==> config.mk <==
export PLATFORM = sky130hd
export DESIGN_NAME = segment_display_persistence_flat
export DESIGN_NICKNAME = d
export VERILOG_FILES = /design/src/design/sdp_pkg.sv /design/src/design/sdp_req_if.sv /design/src/design/sdp_rsp_if.sv /design/src/design/sdp_ctrl.sv /design/src/design/sdp_dpath.sv /design/src/design/segment_display_persistence.sv /design/src/flat_wrapper.sv
export SDC_FILE = /design/constraint.sdc
export NUM_CORES = 2
export LEC_CHECK = 0
export BUFFER_PORTS_ARGS = -buffer_cell sky130_fd_sc_hd__buf_2
export CORE_MARGIN = 2
export CORE_UTILIZATION = 45
export CTS_CLUSTER_DIAMETER = 150
export DETAILED_ROUTE_END_ITERATION = 6
export SLEW_MARGIN = 20
export SYNTH_ARGS = -nofsm -noshare
export SYNTH_HDL_FRONTEND = slang
export SYNTH_HIERARCHICAL = 1
export SYNTH_SLANG_ARGS = --single-unit
export TNS_END_PERCENT = 100
==> constraint.sdc <==
create_clock -name clock -period 20.8 [get_ports clock]
set_clock_uncertainty 0.05 [all_clocks]
set_input_delay 2.08 -clock clock [delete_from_list [all_inputs] [get_ports clock]]
set_output_delay 2.08 -clock clock [all_outputs]
set_load 0.05 [all_outputs]
==> src/design/sdp_pkg.sv <==
`default_nettype none

package sdp_pkg;

   localparam int NumDigits        = 32;
   localparam int NumPersistDigits = 8;
   localparam int PersistLoad      = 35;
   localparam int SegsPerDigit     = 8;

   localparam int DigitAw    = $clog2(NumDigits);
   localparam int PersistAw  = $clog2(NumPersistDigits);
   localparam int NumCounters = NumPersistDigits * SegsPerDigit;

   localparam int CountW     = 6;
   localparam int IntervalW  = 11;
   localparam int StreamBaseW = 17;

   localparam logic [IntervalW-1:0] IntervalReset = 11'd1300;

   typedef enum logic [1:0] {
      OpTick   = 2'd0,
      OpWrite  = 2'd1,
      OpStream = 2'd2,
      OpRead   = 2'd3
   } op_type;

   typedef enum logic [1:0] {
      PosMask   = 2'd0,
      PosHeader = 2'd1,
      PosData   = 2'd2
   } stream_pos_type;

   localparam logic KindRead   = 1'b0;
   localparam logic KindStream = 1'b1;

   typedef enum logic {
      StIdle = 1'b0,
      StExec = 1'b1
   } ctrl_state_type;

   typedef struct packed {
      op_type      op;
      logic [7:0]  digit_select;
      logic [7:0]  segment_bits;
      logic [7:0]  segment_number;
      logic [15:0] display_base;
      logic [7:0]  mux_bank;
      logic [15:0] read_index;
      logic        last;
   } req_item_type;

   typedef struct packed {
      logic       result_kind;
      logic [7:0] segments_reversed;
      logic [7:0] brightness;
      logic [3:0] bytes_consumed;
   } rsp_item_type;

   typedef struct packed {
      logic load;
      logic exec;
   } sdp_cmd_type;

   typedef struct packed {
      logic has_result;
      logic out_free;
   } sdp_stat_type;

   typedef logic [7:0] bright_lut_type [2**CountW];

   function automatic bright_lut_type build_bright_lut();
      bright_lut_type lut;
      for (int i = 0; i < 2**CountW; i++) begin
         lut[i] = 8'((i * 255) / PersistLoad);
      end
      return lut;
   endfunction

   localparam bright_lut_type BrightLut = build_bright_lut();

   function automatic logic [7:0] reverse_byte(input logic [7:0] v);
      logic [7:0] r;
      for (int i = 0; i < 8; i++) begin
         r[i] = v[7-i];
      end
      return r;
   endfunction

endpackage

`default_nettype wire

==> src/design/sdp_req_if.sv <==
`default_nettype none

interface sdp_req_if;
   import sdp_pkg::*;

   logic        valid;
   logic        ready;
   logic [1:0]  op;
   logic [7:0]  digit_select;
   logic [7:0]  segment_bits;
   logic [7:0]  segment_number;
   logic [15:0] display_base;
   logic [7:0]  mux_bank;
   logic [15:0] read_index;
   logic        last;

   modport source (
      output valid, op, digit_select, segment_bits, segment_number,
             display_base, mux_bank, read_index, last,
      input  ready
   );

   modport sink (
      input  valid, op, digit_select, segment_bits, segment_number,
             display_base, mux_bank, read_index, last,
      output ready
   );

endinterface

`default_nettype wire

==> src/design/sdp_rsp_if.sv <==
`default_nettype none

interface sdp_rsp_if;
   import sdp_pkg::*;

   logic       valid;
   logic       ready;
   logic       result_kind;
   logic [7:0] segments_reversed;
   logic [7:0] brightness;
   logic [3:0] bytes_consumed;

   modport source (
      output valid, result_kind, segments_reversed, brightness, bytes_consumed,
      input  ready
   );

   modport sink (
      input  valid, result_kind, segments_reversed, brightness, bytes_consumed,
      output ready
   );

endinterface

`default_nettype wire

==> src/design/sdp_ctrl.sv <==
`default_nettype none

module sdp_ctrl (
   input  wire logic                  clock,
   input  wire logic                  reset,
   input  wire logic                  req_valid,
   output logic                       req_ready,
   input  wire sdp_pkg::sdp_stat_type stat,
   output sdp_pkg::sdp_cmd_type       cmd
);
   import sdp_pkg::*;

   ctrl_state_type state_ff;
   ctrl_state_type state_in;

   always_ff @(posedge clock) begin
      if (reset) begin
         state_ff <= StIdle;
      end else begin
         state_ff <= state_in;
      end
   end

   always_comb begin
      state_in  = state_ff;
      req_ready = 1'b0;
      cmd       = '0;
      case (state_ff)
         StIdle: begin
            req_ready = 1'b1;
            if (req_valid) begin
               cmd.load = 1'b1;
               state_in = StExec;
            end
         end
         StExec: begin
            // hold the transaction while the result register is still occupied
            if (!stat.has_result || stat.out_free) begin
               cmd.exec = 1'b1;
               state_in = StIdle;
            end
         end
         default: begin
            state_in = StIdle;
         end
      endcase
   end

   a_exec_only_after_load: assert property (@(posedge clock) disable iff (reset)
      cmd.exec |-> $past(cmd.load) || $past(state_ff == StExec))
      else $error("exec without a loaded transaction");

   a_no_load_while_busy: assert property (@(posedge clock) disable iff (reset)
      (state_ff == StExec) |-> !req_ready && !cmd.load)
      else $error("load while a transaction is in progress");

   a_load_then_exec_state: assert property (@(posedge clock) disable iff (reset)
      cmd.load |=> state_ff == StExec)
      else $error("load did not enter exec");

endmodule

`default_nettype wire

==> src/design/sdp_dpath.sv <==
`default_nettype none

module sdp_dpath (
   input  wire logic                    clock,
   input  wire logic                    reset,
   input  wire logic                    csr_write_enable,
   input  wire logic [10:0]             csr_write_data,
   input  wire sdp_pkg::req_item_type   req_item,
   input  wire sdp_pkg::sdp_cmd_type    cmd,
   output sdp_pkg::sdp_stat_type        stat,
   output logic                         rsp_valid,
   input  wire logic                    rsp_ready,
   output sdp_pkg::rsp_item_type        rsp_item
);
   import sdp_pkg::*;

   req_item_type            item_ff;
   logic [IntervalW-1:0]    refresh_interval_ff;
   logic [IntervalW-1:0]    refresh_count_ff, refresh_count_in;
   logic [7:0]              digit_segments_ff [NumDigits];
   logic [7:0]              digit_segments_in [NumDigits];
   logic [CountW-1:0]       persist_ff [NumCounters];
   logic [CountW-1:0]       persist_in [NumCounters];
   stream_pos_type          stream_position_ff, stream_position_in;
   logic [7:0]              stream_mask_ff, stream_mask_in;
   logic [3:0]              stream_segment_ff, stream_segment_in;
   logic [StreamBaseW-1:0]  stream_base_ff, stream_base_in;
   logic [3:0]              stream_count_ff, stream_count_in;
   logic                    rsp_valid_ff, rsp_valid_in;
   rsp_item_type            rsp_item_ff, rsp_item_in;

   always_ff @(posedge clock) begin
      if (cmd.load) begin
         item_ff <= req_item;
      end
      rsp_item_ff <= rsp_item_in;
   end

   always_ff @(posedge clock) begin
      if (reset) begin
         refresh_interval_ff <= IntervalReset;
      end else if (csr_write_enable) begin
         refresh_interval_ff <= csr_write_data;
      end
   end

   always_ff @(posedge clock) begin
      if (reset) begin
         refresh_count_ff   <= '0;
         stream_position_ff <= PosMask;
         stream_mask_ff     <= '0;
         stream_segment_ff  <= '0;
         stream_base_ff     <= '0;
         stream_count_ff    <= '0;
         rsp_valid_ff       <= 1'b0;
         for (int j = 0; j < NumDigits; j++) begin
            digit_segments_ff[j] <= '0;
         end
         for (int k = 0; k < NumCounters; k++) begin
            persist_ff[k] <= '0;
         end
      end else begin
         refresh_count_ff   <= refresh_count_in;
         stream_position_ff <= stream_position_in;
         stream_mask_ff     <= stream_mask_in;
         stream_segment_ff  <= stream_segment_in;
         stream_base_ff     <= stream_base_in;
         stream_count_ff    <= stream_count_in;
         rsp_valid_ff       <= rsp_valid_in;
         digit_segments_ff  <= digit_segments_in;
         persist_ff         <= persist_in;
      end
   end

   assign stat.has_result = (item_ff.op == OpRead) ||
                            ((item_ff.op == OpStream) && item_ff.last);
   assign stat.out_free   = !rsp_valid_ff || rsp_ready;

   always_comb begin
      logic [IntervalW-1:0]   next_count;
      logic                   found;
      logic [2:0]             seg;
      logic [StreamBaseW-1:0] diff;
      logic [3:0]             report;
      logic [7:0]             dig;
      logic [CountW-1:0]      mx;
      logic [7:0]             bright;

      refresh_count_in   = refresh_count_ff;
      digit_segments_in  = digit_segments_ff;
      persist_in         = persist_ff;
      stream_position_in = stream_position_ff;
      stream_mask_in     = stream_mask_ff;
      stream_segment_in  = stream_segment_ff;
      stream_base_in     = stream_base_ff;
      stream_count_in    = stream_count_ff;
      rsp_item_in        = rsp_item_ff;
      rsp_valid_in       = rsp_valid_ff && !rsp_ready;

      next_count = refresh_count_ff + 11'd1;
      found      = 1'b0;
      seg        = '0;
      diff       = '0;
      report     = '0;
      dig        = '0;
      mx         = '0;
      bright     = '0;

      if (cmd.exec) begin
         case (item_ff.op)
            OpTick: begin
               if (next_count < refresh_interval_ff) begin
                  refresh_count_in = next_count;
               end else begin
                  refresh_count_in = '0;
                  // every lit counter decays at once; reaching zero blanks the segment
                  for (int d = 0; d < NumPersistDigits; d++) begin
                     for (int s = 0; s < SegsPerDigit; s++) begin
                        if (persist_ff[d*SegsPerDigit+s] != '0) begin
                           persist_in[d*SegsPerDigit+s] =
                              persist_ff[d*SegsPerDigit+s] - 6'd1;
                           if (persist_ff[d*SegsPerDigit+s] == 6'd1) begin
                              digit_segments_in[d][s] = 1'b0;
                           end
                        end
                     end
                  end
               end
            end
            OpWrite: begin
               if (item_ff.segment_number < 8'd8) begin
                  for (int d = 0; d < 8; d++) begin
                     if (item_ff.digit_select[d]) begin
                        digit_segments_in[d] = digit_segments_ff[d] | item_ff.segment_bits;
                        for (int s = 0; s < SegsPerDigit; s++) begin
                           if (item_ff.segment_number[2:0] == 3'(s)) begin
                              persist_in[d*SegsPerDigit+s] = CountW'(PersistLoad);
                           end
                        end
                     end
                  end
               end
            end
            OpStream: begin
               case (stream_position_ff)
                  PosMask: begin
                     stream_mask_in    = item_ff.segment_bits;
                     stream_base_in    = {1'b0, item_ff.display_base} +
                                         {6'd0, item_ff.mux_bank, 3'd0};
                     stream_segment_in = '0;
                     stream_count_in   = '0;
                     report            = '0;
                     if (!item_ff.last) begin
                        stream_position_in = PosHeader;
                     end
                  end
                  PosHeader: begin
                     stream_count_in    = 4'd2;
                     stream_position_in = PosData;
                     report             = 4'd2;
                  end
                  default: begin
                     // next segment at or after the cursor whose mask bit is set
                     for (int i = SegsPerDigit - 1; i >= 0; i--) begin
                        if ((4'(i) >= stream_segment_ff) && stream_mask_ff[7-i]) begin
                           found = 1'b1;
                           seg   = 3'(i);
                        end
                     end
                     if (found) begin
                        for (int j = 0; j < NumDigits; j++) begin
                           diff = StreamBaseW'(j) - stream_base_ff;
                           if ((stream_base_ff <= StreamBaseW'(j)) &&
                               (diff < StreamBaseW'(8))) begin
                              digit_segments_in[j][seg] = item_ff.segment_bits[diff[2:0]];
                           end
                        end
                        stream_segment_in = {1'b0, seg} + 4'd1;
                        stream_count_in   = stream_count_ff + 4'd1;
                     end else begin
                        stream_segment_in = 4'd8;
                     end
                     report = stream_count_in;
                  end
               endcase
               if (item_ff.last) begin
                  stream_position_in = PosMask;
                  rsp_valid_in       = 1'b1;
                  rsp_item_in.result_kind       = KindStream;
                  rsp_item_in.segments_reversed = '0;
                  rsp_item_in.brightness        = '0;
                  rsp_item_in.bytes_consumed    = report;
               end
            end
            OpRead: begin
               if (item_ff.read_index < 16'(NumDigits)) begin
                  dig = digit_segments_ff[item_ff.read_index[DigitAw-1:0]];
                  if (dig != '0) begin
                     if (item_ff.read_index >= 16'(NumPersistDigits)) begin
                        bright = 8'd255;
                     end else begin
                        for (int s = 0; s < SegsPerDigit; s++) begin
                           if (persist_ff[{item_ff.read_index[PersistAw-1:0], 3'(s)}] > mx)
                           begin
                              mx = persist_ff[{item_ff.read_index[PersistAw-1:0], 3'(s)}];
                           end
                        end
                        bright = BrightLut[mx];
                     end
                  end
               end
               rsp_valid_in = 1'b1;
               rsp_item_in.result_kind       = KindRead;
               rsp_item_in.segments_reversed = reverse_byte(dig);
               rsp_item_in.brightness        = bright;
               rsp_item_in.bytes_consumed    = '0;
            end
            default: begin
            end
         endcase
      end
   end

   assign rsp_valid = rsp_valid_ff;
   assign rsp_item  = rsp_item_ff;

   a_no_result_overwrite: assert property (@(posedge clock) disable iff (reset)
      (cmd.exec && stat.has_result) |-> stat.out_free)
      else $error("result register overwritten before it was taken");

   a_segment_cursor_range: assert property (@(posedge clock) disable iff (reset)
      stream_segment_ff <= 4'd8)
      else $error("stream segment cursor out of range");

   a_stream_count_bound: assert property (@(posedge clock) disable iff (reset)
      (stream_position_ff == PosData) |-> (stream_count_ff >= 4'd2) &&
                                          (stream_count_ff <= 4'd10))
      else $error("stream byte count out of range");

endmodule

`default_nettype wire

==> src/design/segment_display_persistence.sv <==
// Segment display store with per-segment persistence counters.
// req_chan carries one operation per transaction: tick, common-anode write,
// buffer stream byte or digit read. rsp_chan returns one transaction for a
// digit read and one for a buffer stream byte marked last; other operations
// return nothing. csr_write_enable/csr_write_data load the refresh interval,
// written by the user only while the block is idle; not enforced here.
// Each transaction is taken in the idle state and executed in StExec,
// where it may hold (see below); the two-state controller accepts a new
// transaction only after the previous one has executed. The request is
// registered on acceptance, and the result register is loaded as the
// transaction executes, so rsp valid comes from a register.
// The rsp register parts the two sides: the next transaction is accepted
// while a result waits. If a new transaction produces a result while the
// previous one has not been taken, execution holds until rsp_chan.ready.
// Reset (synchronous, active high) clears all digits, counters and stream
// state and sets the refresh interval to 1300.
`default_nettype none

module segment_display_persistence (
   input  wire logic   clock,
   input  wire logic   reset,
   input  wire logic   csr_write_enable,
   input  wire logic [10:0] csr_write_data,
   sdp_req_if.sink     req_chan,
   sdp_rsp_if.source   rsp_chan
);
   import sdp_pkg::*;

   sdp_cmd_type  cmd;
   sdp_stat_type stat;
   req_item_type req_item;
   rsp_item_type rsp_item;
   logic         req_ready;
   logic         rsp_valid;

   assign req_item.op             = op_type'(req_chan.op);
   assign req_item.digit_select   = req_chan.digit_select;
   assign req_item.segment_bits   = req_chan.segment_bits;
   assign req_item.segment_number = req_chan.segment_number;
   assign req_item.display_base   = req_chan.display_base;
   assign req_item.mux_bank       = req_chan.mux_bank;
   assign req_item.read_index     = req_chan.read_index;
   assign req_item.last           = req_chan.last;

   assign req_chan.ready = req_ready;

   sdp_ctrl u_ctrl (
      .clock     (clock),
      .reset     (reset),
      .req_valid (req_chan.valid),
      .req_ready (req_ready),
      .stat      (stat),
      .cmd       (cmd)
   );

   sdp_dpath u_dpath (
      .clock            (clock),
      .reset            (reset),
      .csr_write_enable (csr_write_enable),
      .csr_write_data   (csr_write_data),
      .req_item         (req_item),
      .cmd              (cmd),
      .stat             (stat),
      .rsp_valid        (rsp_valid),
      .rsp_ready        (rsp_chan.ready),
      .rsp_item         (rsp_item)
   );

   assign rsp_chan.valid             = rsp_valid;
   assign rsp_chan.result_kind       = rsp_item.result_kind;
   assign rsp_chan.segments_reversed = rsp_item.segments_reversed;
   assign rsp_chan.brightness        = rsp_item.brightness;
   assign rsp_chan.bytes_consumed    = rsp_item.bytes_consumed;

endmodule

`default_nettype wire
==> src/flat_wrapper.sv <==
// flat-port wrapper written by rule: the top's interface ports become plain ports
module segment_display_persistence_flat import sdp_pkg::*;
  (clock, reset, csr_write_enable, csr_write_data, req_chan_valid, req_chan_op, req_chan_digit_select, req_chan_segment_bits, req_chan_segment_number, req_chan_display_base, req_chan_mux_bank, req_chan_read_index, req_chan_last, req_chan_ready, rsp_chan_valid, rsp_chan_result_kind, rsp_chan_segments_reversed, rsp_chan_brightness, rsp_chan_bytes_consumed, rsp_chan_ready);
  sdp_req_if req_chan_i ();
  sdp_rsp_if rsp_chan_i ();
  input  wire logic clock;
  input  wire logic reset;
  input  wire logic csr_write_enable;
  input  wire logic [10:0] csr_write_data;
  input wire logic [$bits(req_chan_i.valid)-1:0] req_chan_valid;
  input wire logic [$bits(req_chan_i.op)-1:0] req_chan_op;
  input wire logic [$bits(req_chan_i.digit_select)-1:0] req_chan_digit_select;
  input wire logic [$bits(req_chan_i.segment_bits)-1:0] req_chan_segment_bits;
  input wire logic [$bits(req_chan_i.segment_number)-1:0] req_chan_segment_number;
  input wire logic [$bits(req_chan_i.display_base)-1:0] req_chan_display_base;
  input wire logic [$bits(req_chan_i.mux_bank)-1:0] req_chan_mux_bank;
  input wire logic [$bits(req_chan_i.read_index)-1:0] req_chan_read_index;
  input wire logic [$bits(req_chan_i.last)-1:0] req_chan_last;
  output wire logic [$bits(req_chan_i.ready)-1:0] req_chan_ready;
  output wire logic [$bits(rsp_chan_i.valid)-1:0] rsp_chan_valid;
  output wire logic [$bits(rsp_chan_i.result_kind)-1:0] rsp_chan_result_kind;
  output wire logic [$bits(rsp_chan_i.segments_reversed)-1:0] rsp_chan_segments_reversed;
  output wire logic [$bits(rsp_chan_i.brightness)-1:0] rsp_chan_brightness;
  output wire logic [$bits(rsp_chan_i.bytes_consumed)-1:0] rsp_chan_bytes_consumed;
  input wire logic [$bits(rsp_chan_i.ready)-1:0] rsp_chan_ready;
  assign req_chan_i.valid = req_chan_valid;
  assign req_chan_i.op = req_chan_op;
  assign req_chan_i.digit_select = req_chan_digit_select;
  assign req_chan_i.segment_bits = req_chan_segment_bits;
  assign req_chan_i.segment_number = req_chan_segment_number;
  assign req_chan_i.display_base = req_chan_display_base;
  assign req_chan_i.mux_bank = req_chan_mux_bank;
  assign req_chan_i.read_index = req_chan_read_index;
  assign req_chan_i.last = req_chan_last;
  assign req_chan_ready = req_chan_i.ready;
  assign rsp_chan_valid = rsp_chan_i.valid;
  assign rsp_chan_result_kind = rsp_chan_i.result_kind;
  assign rsp_chan_segments_reversed = rsp_chan_i.segments_reversed;
  assign rsp_chan_brightness = rsp_chan_i.brightness;
  assign rsp_chan_bytes_consumed = rsp_chan_i.bytes_consumed;
  assign rsp_chan_i.ready = rsp_chan_ready;
  segment_display_persistence u_core (.clock(clock), .reset(reset), .csr_write_enable(csr_write_enable), .csr_write_data(csr_write_data), .req_chan(req_chan_i), .rsp_chan(rsp_chan_i));
endmodule
## After elaboration in Yosys (flattened, before gate mapping)

Memory sizes are Yosys's and may differ from the RTL's.
Cells that the tools add are included.

| storage, ports and cells | value |
|---|---|
| register bits | 787 |
| ROM bits | 512 |
| input port bits | 83 |
| output and inout port bits | 23 |
| memories | 1 |

| operators by class | value |
|---|---|
| $add $sub $neg | 100 |
| order comparisons | 128 |
| equal/unequal tests | 232 |
| muxes and demuxes | 476 |
| bitwise operators | 21 |
| reductions and logical operators | 280 |

Memory list:

| memory | words | bits a word | read ports | clocked after memory_dff | write ports | line | text |
|---|---|---|---|---|---|---|---|
| (name not given) | 64 | 8 | 1 | 0 | 0 | sdp_dpath.sv:208 | `bright = BrightLut[mx];` |

Operator list:

| operator | count |
|---|---|
| $mux W6 | 136 |
| $mux W384 | 2 |
| $pmux W384 S2 | 1 |
| $reduce_and A10 Y1 | 64 |
| $lt A17 B4 Y1 const B | 32 |
| $mux W256 | 2 |
| $reduce_and A7 Y1 | 64 |
| $eq A6 B1 Y1 const B | 64 |
| $mux W48 | 8 |
| $mux W8 | 48 |
| $reduce_bool A6 Y1 | 64 |
| $sub A6 B1 Y6 const B | 64 |
| $ne A2 B2 Y1 const B | 148 |
| $bmux W6 S6 | 8 |
| $le A17 B5 Y1 const B | 16 |
| $sub A5 B17 Y17 const A | 16 |
| $bwmux W8 | 32 |
| $pmux W64 S3 | 1 |
| $mux W1 | 180 |
| $le A17 B4 Y1 const B | 8 |
| $sub A4 B17 Y17 const A | 8 |
| $lt A3 B4 Y1 const B | 33 |
| $mux W64 | 2 |
| $reduce_and A5 Y1 | 24 |
| 55 further kinds | 212 |

## Logic depth before layout (Yosys ltp)

| depth | value |
|---|---|
| depth after elaboration | 68 |
| depth in mapped cells | 78 |
| mapped depth without buffers | 69 |

## Cells and area by module

The synthesis kept the hierarchy.

By module, submodules not included:

| module | times used | cells an instance | area an instance (sq um) |
|---|---|---|---|
| sdp_dpath | 1 | 5914 | 48866.9 |
| sdp_ctrl | 1 | 8 | 58.8 |

## Worst setup path before layout

No wires, ideal clock.

| path | value |
|---|---|
| path kind | register -> register |
| from | register u_core/u_dpath/item_ff[1] in the netlist's numbering |
| to | register u_core.u_dpath.rsp_item_ff, in the netlist u_core/u_dpath/rsp_item[5], data pin |
| arrival | 14.180 ns |
| required time | 20.465 ns |
| setup slack | 6.285 ns |
| stages on the path, launching flop included | 69 |
| path buffers | 10 |
| cell sequence | edfxtp_1 -> buf_2 -> buf_6 -> clkbuf_1 -> buf_1 -> clkbuf_1 -> buf_1 -> mux4_2 -> mux2_2 -> ha_1 -> nor2b_1 -> o21ai_1 -> a31oi_4 -> mux2i_2 -> ha_1 -> a21oi_1 -> nor2b_1 -> a21oi_1 -> (+33 left out) -> ha_1 -> nor2b_1 -> o21a_1 -> o21ai_0 -> nand2b_1 -> a21oi_1 -> nor2b_1 -> o32ai_1 -> nor2_1 -> a211oi_2 -> buf_2 -> ha_1 -> clkbuf_1 -> mux2_2 -> a221oi_1 -> nand3_1 -> o21ai_1 -> a2111oi_2 |

| on the way | value |
|---|---|
| word-level cells in the longest chain between the ends | 68 |
| elaborated cells on any way between the ends | 103 |

RTL lines:

| element | line | text |
|---|---|---|
| start: declaration | sdp_dpath.sv:17 | `req_item_type item_ff;` |
| start signal: assignment | sdp_dpath.sv:34 | `item_ff <= req_item;` |
| $not A6 Y7 (implied by the code) | sdp_dpath.sv:203, sdp_dpath.sv:205 |  |
| $bmux W6 S6 | sdp_dpath.sv:203, sdp_dpath.sv:205 |  |
| $mux W6 (implied by the code) (2 in a row) | sdp_dpath.sv:203, sdp_dpath.sv:205 |  |
| $gt A6 B1 Y1 | sdp_dpath.sv:203 | `if (persist_ff[{item_ff.read_index[PersistAw-1:0], 3'(s)}] > mx)` |
| $mux W6 | sdp_dpath.sv:203 |  |
| $mux W6 | sdp_dpath.sv:199 | `if (item_ff.read_index >= 16'(NumPersistDigits)) begin` |
| $mux W6 | sdp_dpath.sv:198 | `if (dig != '0) begin` |
| $mux W6 | sdp_dpath.sv:196 | `if (item_ff.read_index < 16'(NumDigits)) begin` |
| (+50 left out) | - |  |
| $mux W6 | sdp_dpath.sv:109 | `if (cmd.exec) begin` |
| $not A6 Y7 (implied by the code) | sdp_dpath.sv:208 |  |
| $mem_v2 Z64 W8 | - |  |
| $mux W8 (implied by the code) (2 in a row) | sdp_dpath.sv:208 |  |
| $mux W8 | sdp_dpath.sv:199 |  |
| $mux W8 | sdp_dpath.sv:198 |  |
| $mux W8 * | sdp_dpath.sv:196 |  |
| $pmux W21 S2 * | sdp_dpath.sv:110 | `case (item_ff.op)` |
| end signal: assignment | sdp_dpath.sv:36 | `rsp_item_ff <= rsp_item_in;` |
| end: declaration | sdp_dpath.sv:30 | `rsp_item_type rsp_item_ff, rsp_item_in;` |

Every way passes the cells marked *; elsewhere a longest branch is shown, timed or not. The select of a mux whose other input is x is not followed.
A chain may end at the register's enable or synchronous reset.

## Worst setup path after layout

| path | value |
|---|---|
| from | register u_core/u_dpath/item_ff[2] in the netlist's numbering |
| to | register u_core.u_dpath.rsp_item_ff, in the netlist u_core/u_dpath/rsp_item[5], data pin |

The elaborated chain is that of the path after synthesis.

==> summary.json <==
{
  "worst_setup_path": {
    "crit_type": "flip-flop to flip-flop",
    "critPathTopFamily": "compound AO/OA/AOI/OAI gates",
    "cp-end-kind": "flip-flop",
    "critical_path_arrival_ps": 16490,
    "cp-start-kind": "flip-flop",
    "timing.reg2reg.worst_path_depth": 63,
    "worst_r2r_endpoint": "u_core/u_dpath/rsp_item[5]",
    "timing.reg2reg.setup_slack_ps": 4640,
    "r2r_startpoint": "u_core/u_dpath/item_ff[2]",
    "critPathMaxFanout": 46,
    "critical-path-top-cell-by-count": "ha_1",
    "path_buf_inv": 4,
    "critical-path-slowest-cell": "buf_4",
    "worstPathRequired_ps": 21130,
    "critical_path.max_stage_delay_ps": 690
  },
  "synthesis": {
    "post_synth_instance_area_sq_mm": 0.0489,
    "post-synth-top-area-fraction_pct": 28.6,
    "synth_top_area_cell": "dfxtp_1",
    "synth.avg_cell_area_sq_um": 8.26,
    "synthesis.instances": 5922,
    "yosys_warnings": 6,
    "yosys_most_used_dff": "dfxtp_1",
    "synthAdderAreaFrac_pct": 5.49,
    "yosys.area_share.xor_xnor_pct": 1.31,
    "synth-seq-area-share_pct": 34.0,
    "synth_simple_gate_area_share_pct": 24.8,
    "synth.area.mux_share_pct": 11.1,
    "synth_compound_gate_area_share_pct": 18.3,
    "synth.net_count": 6219,
    "async_reset_ff_share_pct": 0,
    "number_of_enable_type_register_cells_in_the_synthesized_netlist": 88,
    "yosys_register_bits": 787,
    "yosysUniqueCellTypes": 93,
    "synth_top_family_by_area": "simple AND/OR/NAND/NOR gates",
    "ys_top_cells_by_area": "dfxtp_1 (29%), mux4_2 (8.3%), a21oi_1 (6.5%)"
  },
  "min_path": {
    "hold_crit_endpoint": "u_core/u_dpath/stream_mask_ff[7]",
    "worstHoldPathType": "flip-flop to flip-flop",
    "hold_path_origin": "u_core/u_dpath/stream_mask_ff[7]",
    "hold_path_depth": 2
  },
  "cells_and_area": {
    "filler_cell_count": 10200,
    "syn2layout_area_growth_pct": 9.29,
    "post_route_cells_drive_above_1_share_pct": 10.5,
    "fin_nets": 6097,
    "final_cell_area_sq_mm": 0.0535
  },
  "drt": {
    "remaining_drcs": 0,
    "detail_route.iter0.violations": 4573,
    "drt-pass1-iter-count": 6,
    "via_per_inst": 6.26,
    "dr_total_vias": 45600,
    "finalWirelength_mm": 165,
    "postRouteAntennaNets": 0,
    "wl_per_cell_um": 22.7
  },
  "pwr": {
    "cell_internal_pwr_mw": 3.53,
    "switching_fraction_of_total_power_pct": 41.7,
    "switching_power_mw": 2.53,
    "leakage_nw": 18.5,
    "irDropWorstVdd_uv": 254,
    "clock_power_share_pct": 27.2,
    "seq_power_share_pct": 26.2,
    "share_comb_of_total_power_pct": 46.5,
    "power-per-cell-area_mw_per_mm2": 113
  },
  "timing": {
    "setup_viol": 0,
    "finalCritPeriodShare_pct": 77.7,
    "timing.fmax_ghz": 0.0619,
    "final_report_max_slew_violation_count": 0,
    "rsz0062_at_grt": "false",
    "finalHoldViolations": 0,
    "timing.final.crit_period_ps": 16160,
    "finalSetupTns_ps": 0,
    "slew_headroom_pct": 17.5,
    "tightest_slew_ps": 1230
  },
  "global_route": {
    "grt_max_degree": 194,
    "globalRouteTotalUtil_pct": 28.6,
    "globalRouteOverflowTotal": 0,
    "grt_antenna_before_repair": 1,
    "grt_pass1_wl_mm": 253,
    "number_of_global_route_vias_before_repair": 41600
  },
  "clock_network": {
    "clkTransAtPathRegs_ps": 60,
    "tritoncts": "done",
    "numClockSinks": 787,
    "cts_resized": 0,
    "cts_buffers": 92,
    "clockBufferDepth": 3,
    "cts_hold_buf": 0,
    "cts-htree-levels": 3,
    "post_cts_buffers": 0,
    "clock_tree.root_cell": "clkbuf_16",
    "worst_skew_pair.late_latency_ps": 700
  },
  "floorplanning": {
    "placement_rows": 120,
    "dieWidth_um": 334,
    "floorplan.io_pins": 106,
    "floorplan.initialDensity_pct": 45.5,
    "design.die.area_sq_mm": 0.111,
    "core_area_sq_mm": 0.108,
    "die_y_um": 334
  },
  "placed_design": {
    "io_buffer_count": 105,
    "finalWeightedCongestion": 0.981,
    "post_dp_cell_area_sq_mm": 0.0504,
    "detailed_place_hpwl_mm": 110
  },
  "run": {
    "maxCapViolCount": 0
  },
  "status": {
    "outcome": "complete, no violations"
  }
}
[how the worst max path moves through the flow]
stage / cells after the start / start / to
global placement: 62 / u_core/u_dpath/item_ff[2] / u_core/u_dpath/rsp_item[5]
global route: 65 / u_core/u_dpath/item_ff[2] / u_core/u_dpath/rsp_item[5]
floorplan: 68 / u_core/u_dpath/item_ff[1] / u_core/u_dpath/rsp_item[5]
finish: 63 / u_core/u_dpath/item_ff[2] / u_core/u_dpath/rsp_item[5]
CTS: 63 / u_core/u_dpath/item_ff[2] / u_core/u_dpath/rsp_item[5]
detailed placement: 63 / u_core/u_dpath/item_ff[2] / u_core/u_dpath/rsp_item[5]
[cells in the mapped netlist, types with 58 or more instances]
| master | number |
|---|---|
| nor3_1 | 300 |
| a31oi_1 | 68 |
| dfxtp_1 | 699 |
| or4_1 | 64 |
| nor4_1 | 101 |
| nor3b_1 | 65 |
| a211oi_1 | 93 |
| ha_1 | 213 |
| clkbuf_1 | 323 |
| nand3_1 | 83 |
| nor2_1 | 829 |
| a311oi_1 | 104 |
| nand3b_1 | 183 |
| inv_1 | 201 |
| nor2b_1 | 58 |
| o21ai_0 | 278 |
| mux4_2 | 180 |
| a21oi_1 | 632 |
| and2_1 | 104 |
| nand2_1 | 498 |
| mux2i_1 | 79 |
| or3_1 | 69 |
| edfxtp_1 | 88 |
[layout by cell type, fill, tap and decap left out, types with 68 or more instances in the layout]
cell       instances
dfxtp_1          699
or3_1             69
a211oi_1          92
ha_1             211
a21oi_1          631
mux2i_1           78
clkbuf_16         95
nor3_1           290
o21ai_0          276
nand3_1           83
buf_4             80
inv_1            199
a31oi_1           68
a311oi_1         104
nor2_1           816
mux4_2           180
buf_2            104
nand2_1          498
nand3b_1         183
nor4_1            98
edfxtp_1          88
and2_1           104
[worst reg2reg max path: cells and delay by family, from the launching register on]
kind                       cells  cell delay, ps
muxes                          7            2540
DFF                            1             320
adders and majority gates      8            2790
buffers and inverters          4            1420
and+or+nand+nor               14            2230
AOI/OAI and AO/OA             30            6480
[power groups by stage]
stage	Clock [mW]	Sequential [mW]	Combinational [mW]
floorplan	0	1.61	2.25
global placement	0	1.62	2.73
detailed placement	0	1.62	2.75
CTS	1.68	1.59	2.76
global route	1.74	1.59	3.09
finish	1.65	1.59	2.82
[per-layer routing]
| layer | part of all wire, % | vias up | track usage (%) |
|---|---|---|---|
| li1 | - | 21500 | - |
| met1 | 45 | 22100 | 40.5 |
| met2 | 45 | 1665 | 44.6 |
| met3 | 7.0 | 286 | 4.22 |
| met4 | 3.4 | 0 | 9.62 |
| met5 | 0 | - | 0 |
[through the flow]
step | total power [mW] | std cells | worst slack (ps) | hold WS, ps | util, %
final | 6.05 | 7273 | 4640 | 398 | 49.7
after global routing | 6.42 | 7272 | 3300 | 420 | 49.7
after CTS | 6.03 | 7272 | 4580 | 401 | 49.7
after detailed placement | 4.37 | 7109 | 4670 | 393 | 46.9
after global placement | 4.35 | 7109 | 4760 | 387 | 46.9
after floorplan | 3.87 | 5922 | 6280 | 379 | -
[cell families (layout without fill, tap and decap cells)]
family / count (synthesis) / after routing
compound gates: 1449 / 1449
xor+xnor: 73 / 73
fa+ha+maj: 214 / 214
buf+inv: 615 / 562
flops: 787 / 787
mux: 307 / 307
other cells: 0 / 1
simple gates: 2477 / 2477
[cell type report]
type                       count  area [sq um]  share of cell area, %
antenna                        1          2.50                0.00468
clock buffer                 140          2700                   5.04
clock inverter                23           308                  0.576
inverter                     212           805                   1.50
multi-input combinational   4520         30100                   56.3
sequential                   787         16600                   31.1
tap                         1403          1760                   3.28
timing repair buffer         187          1180                   2.20
Note: power is estimated with default switching activity, not from simulation.
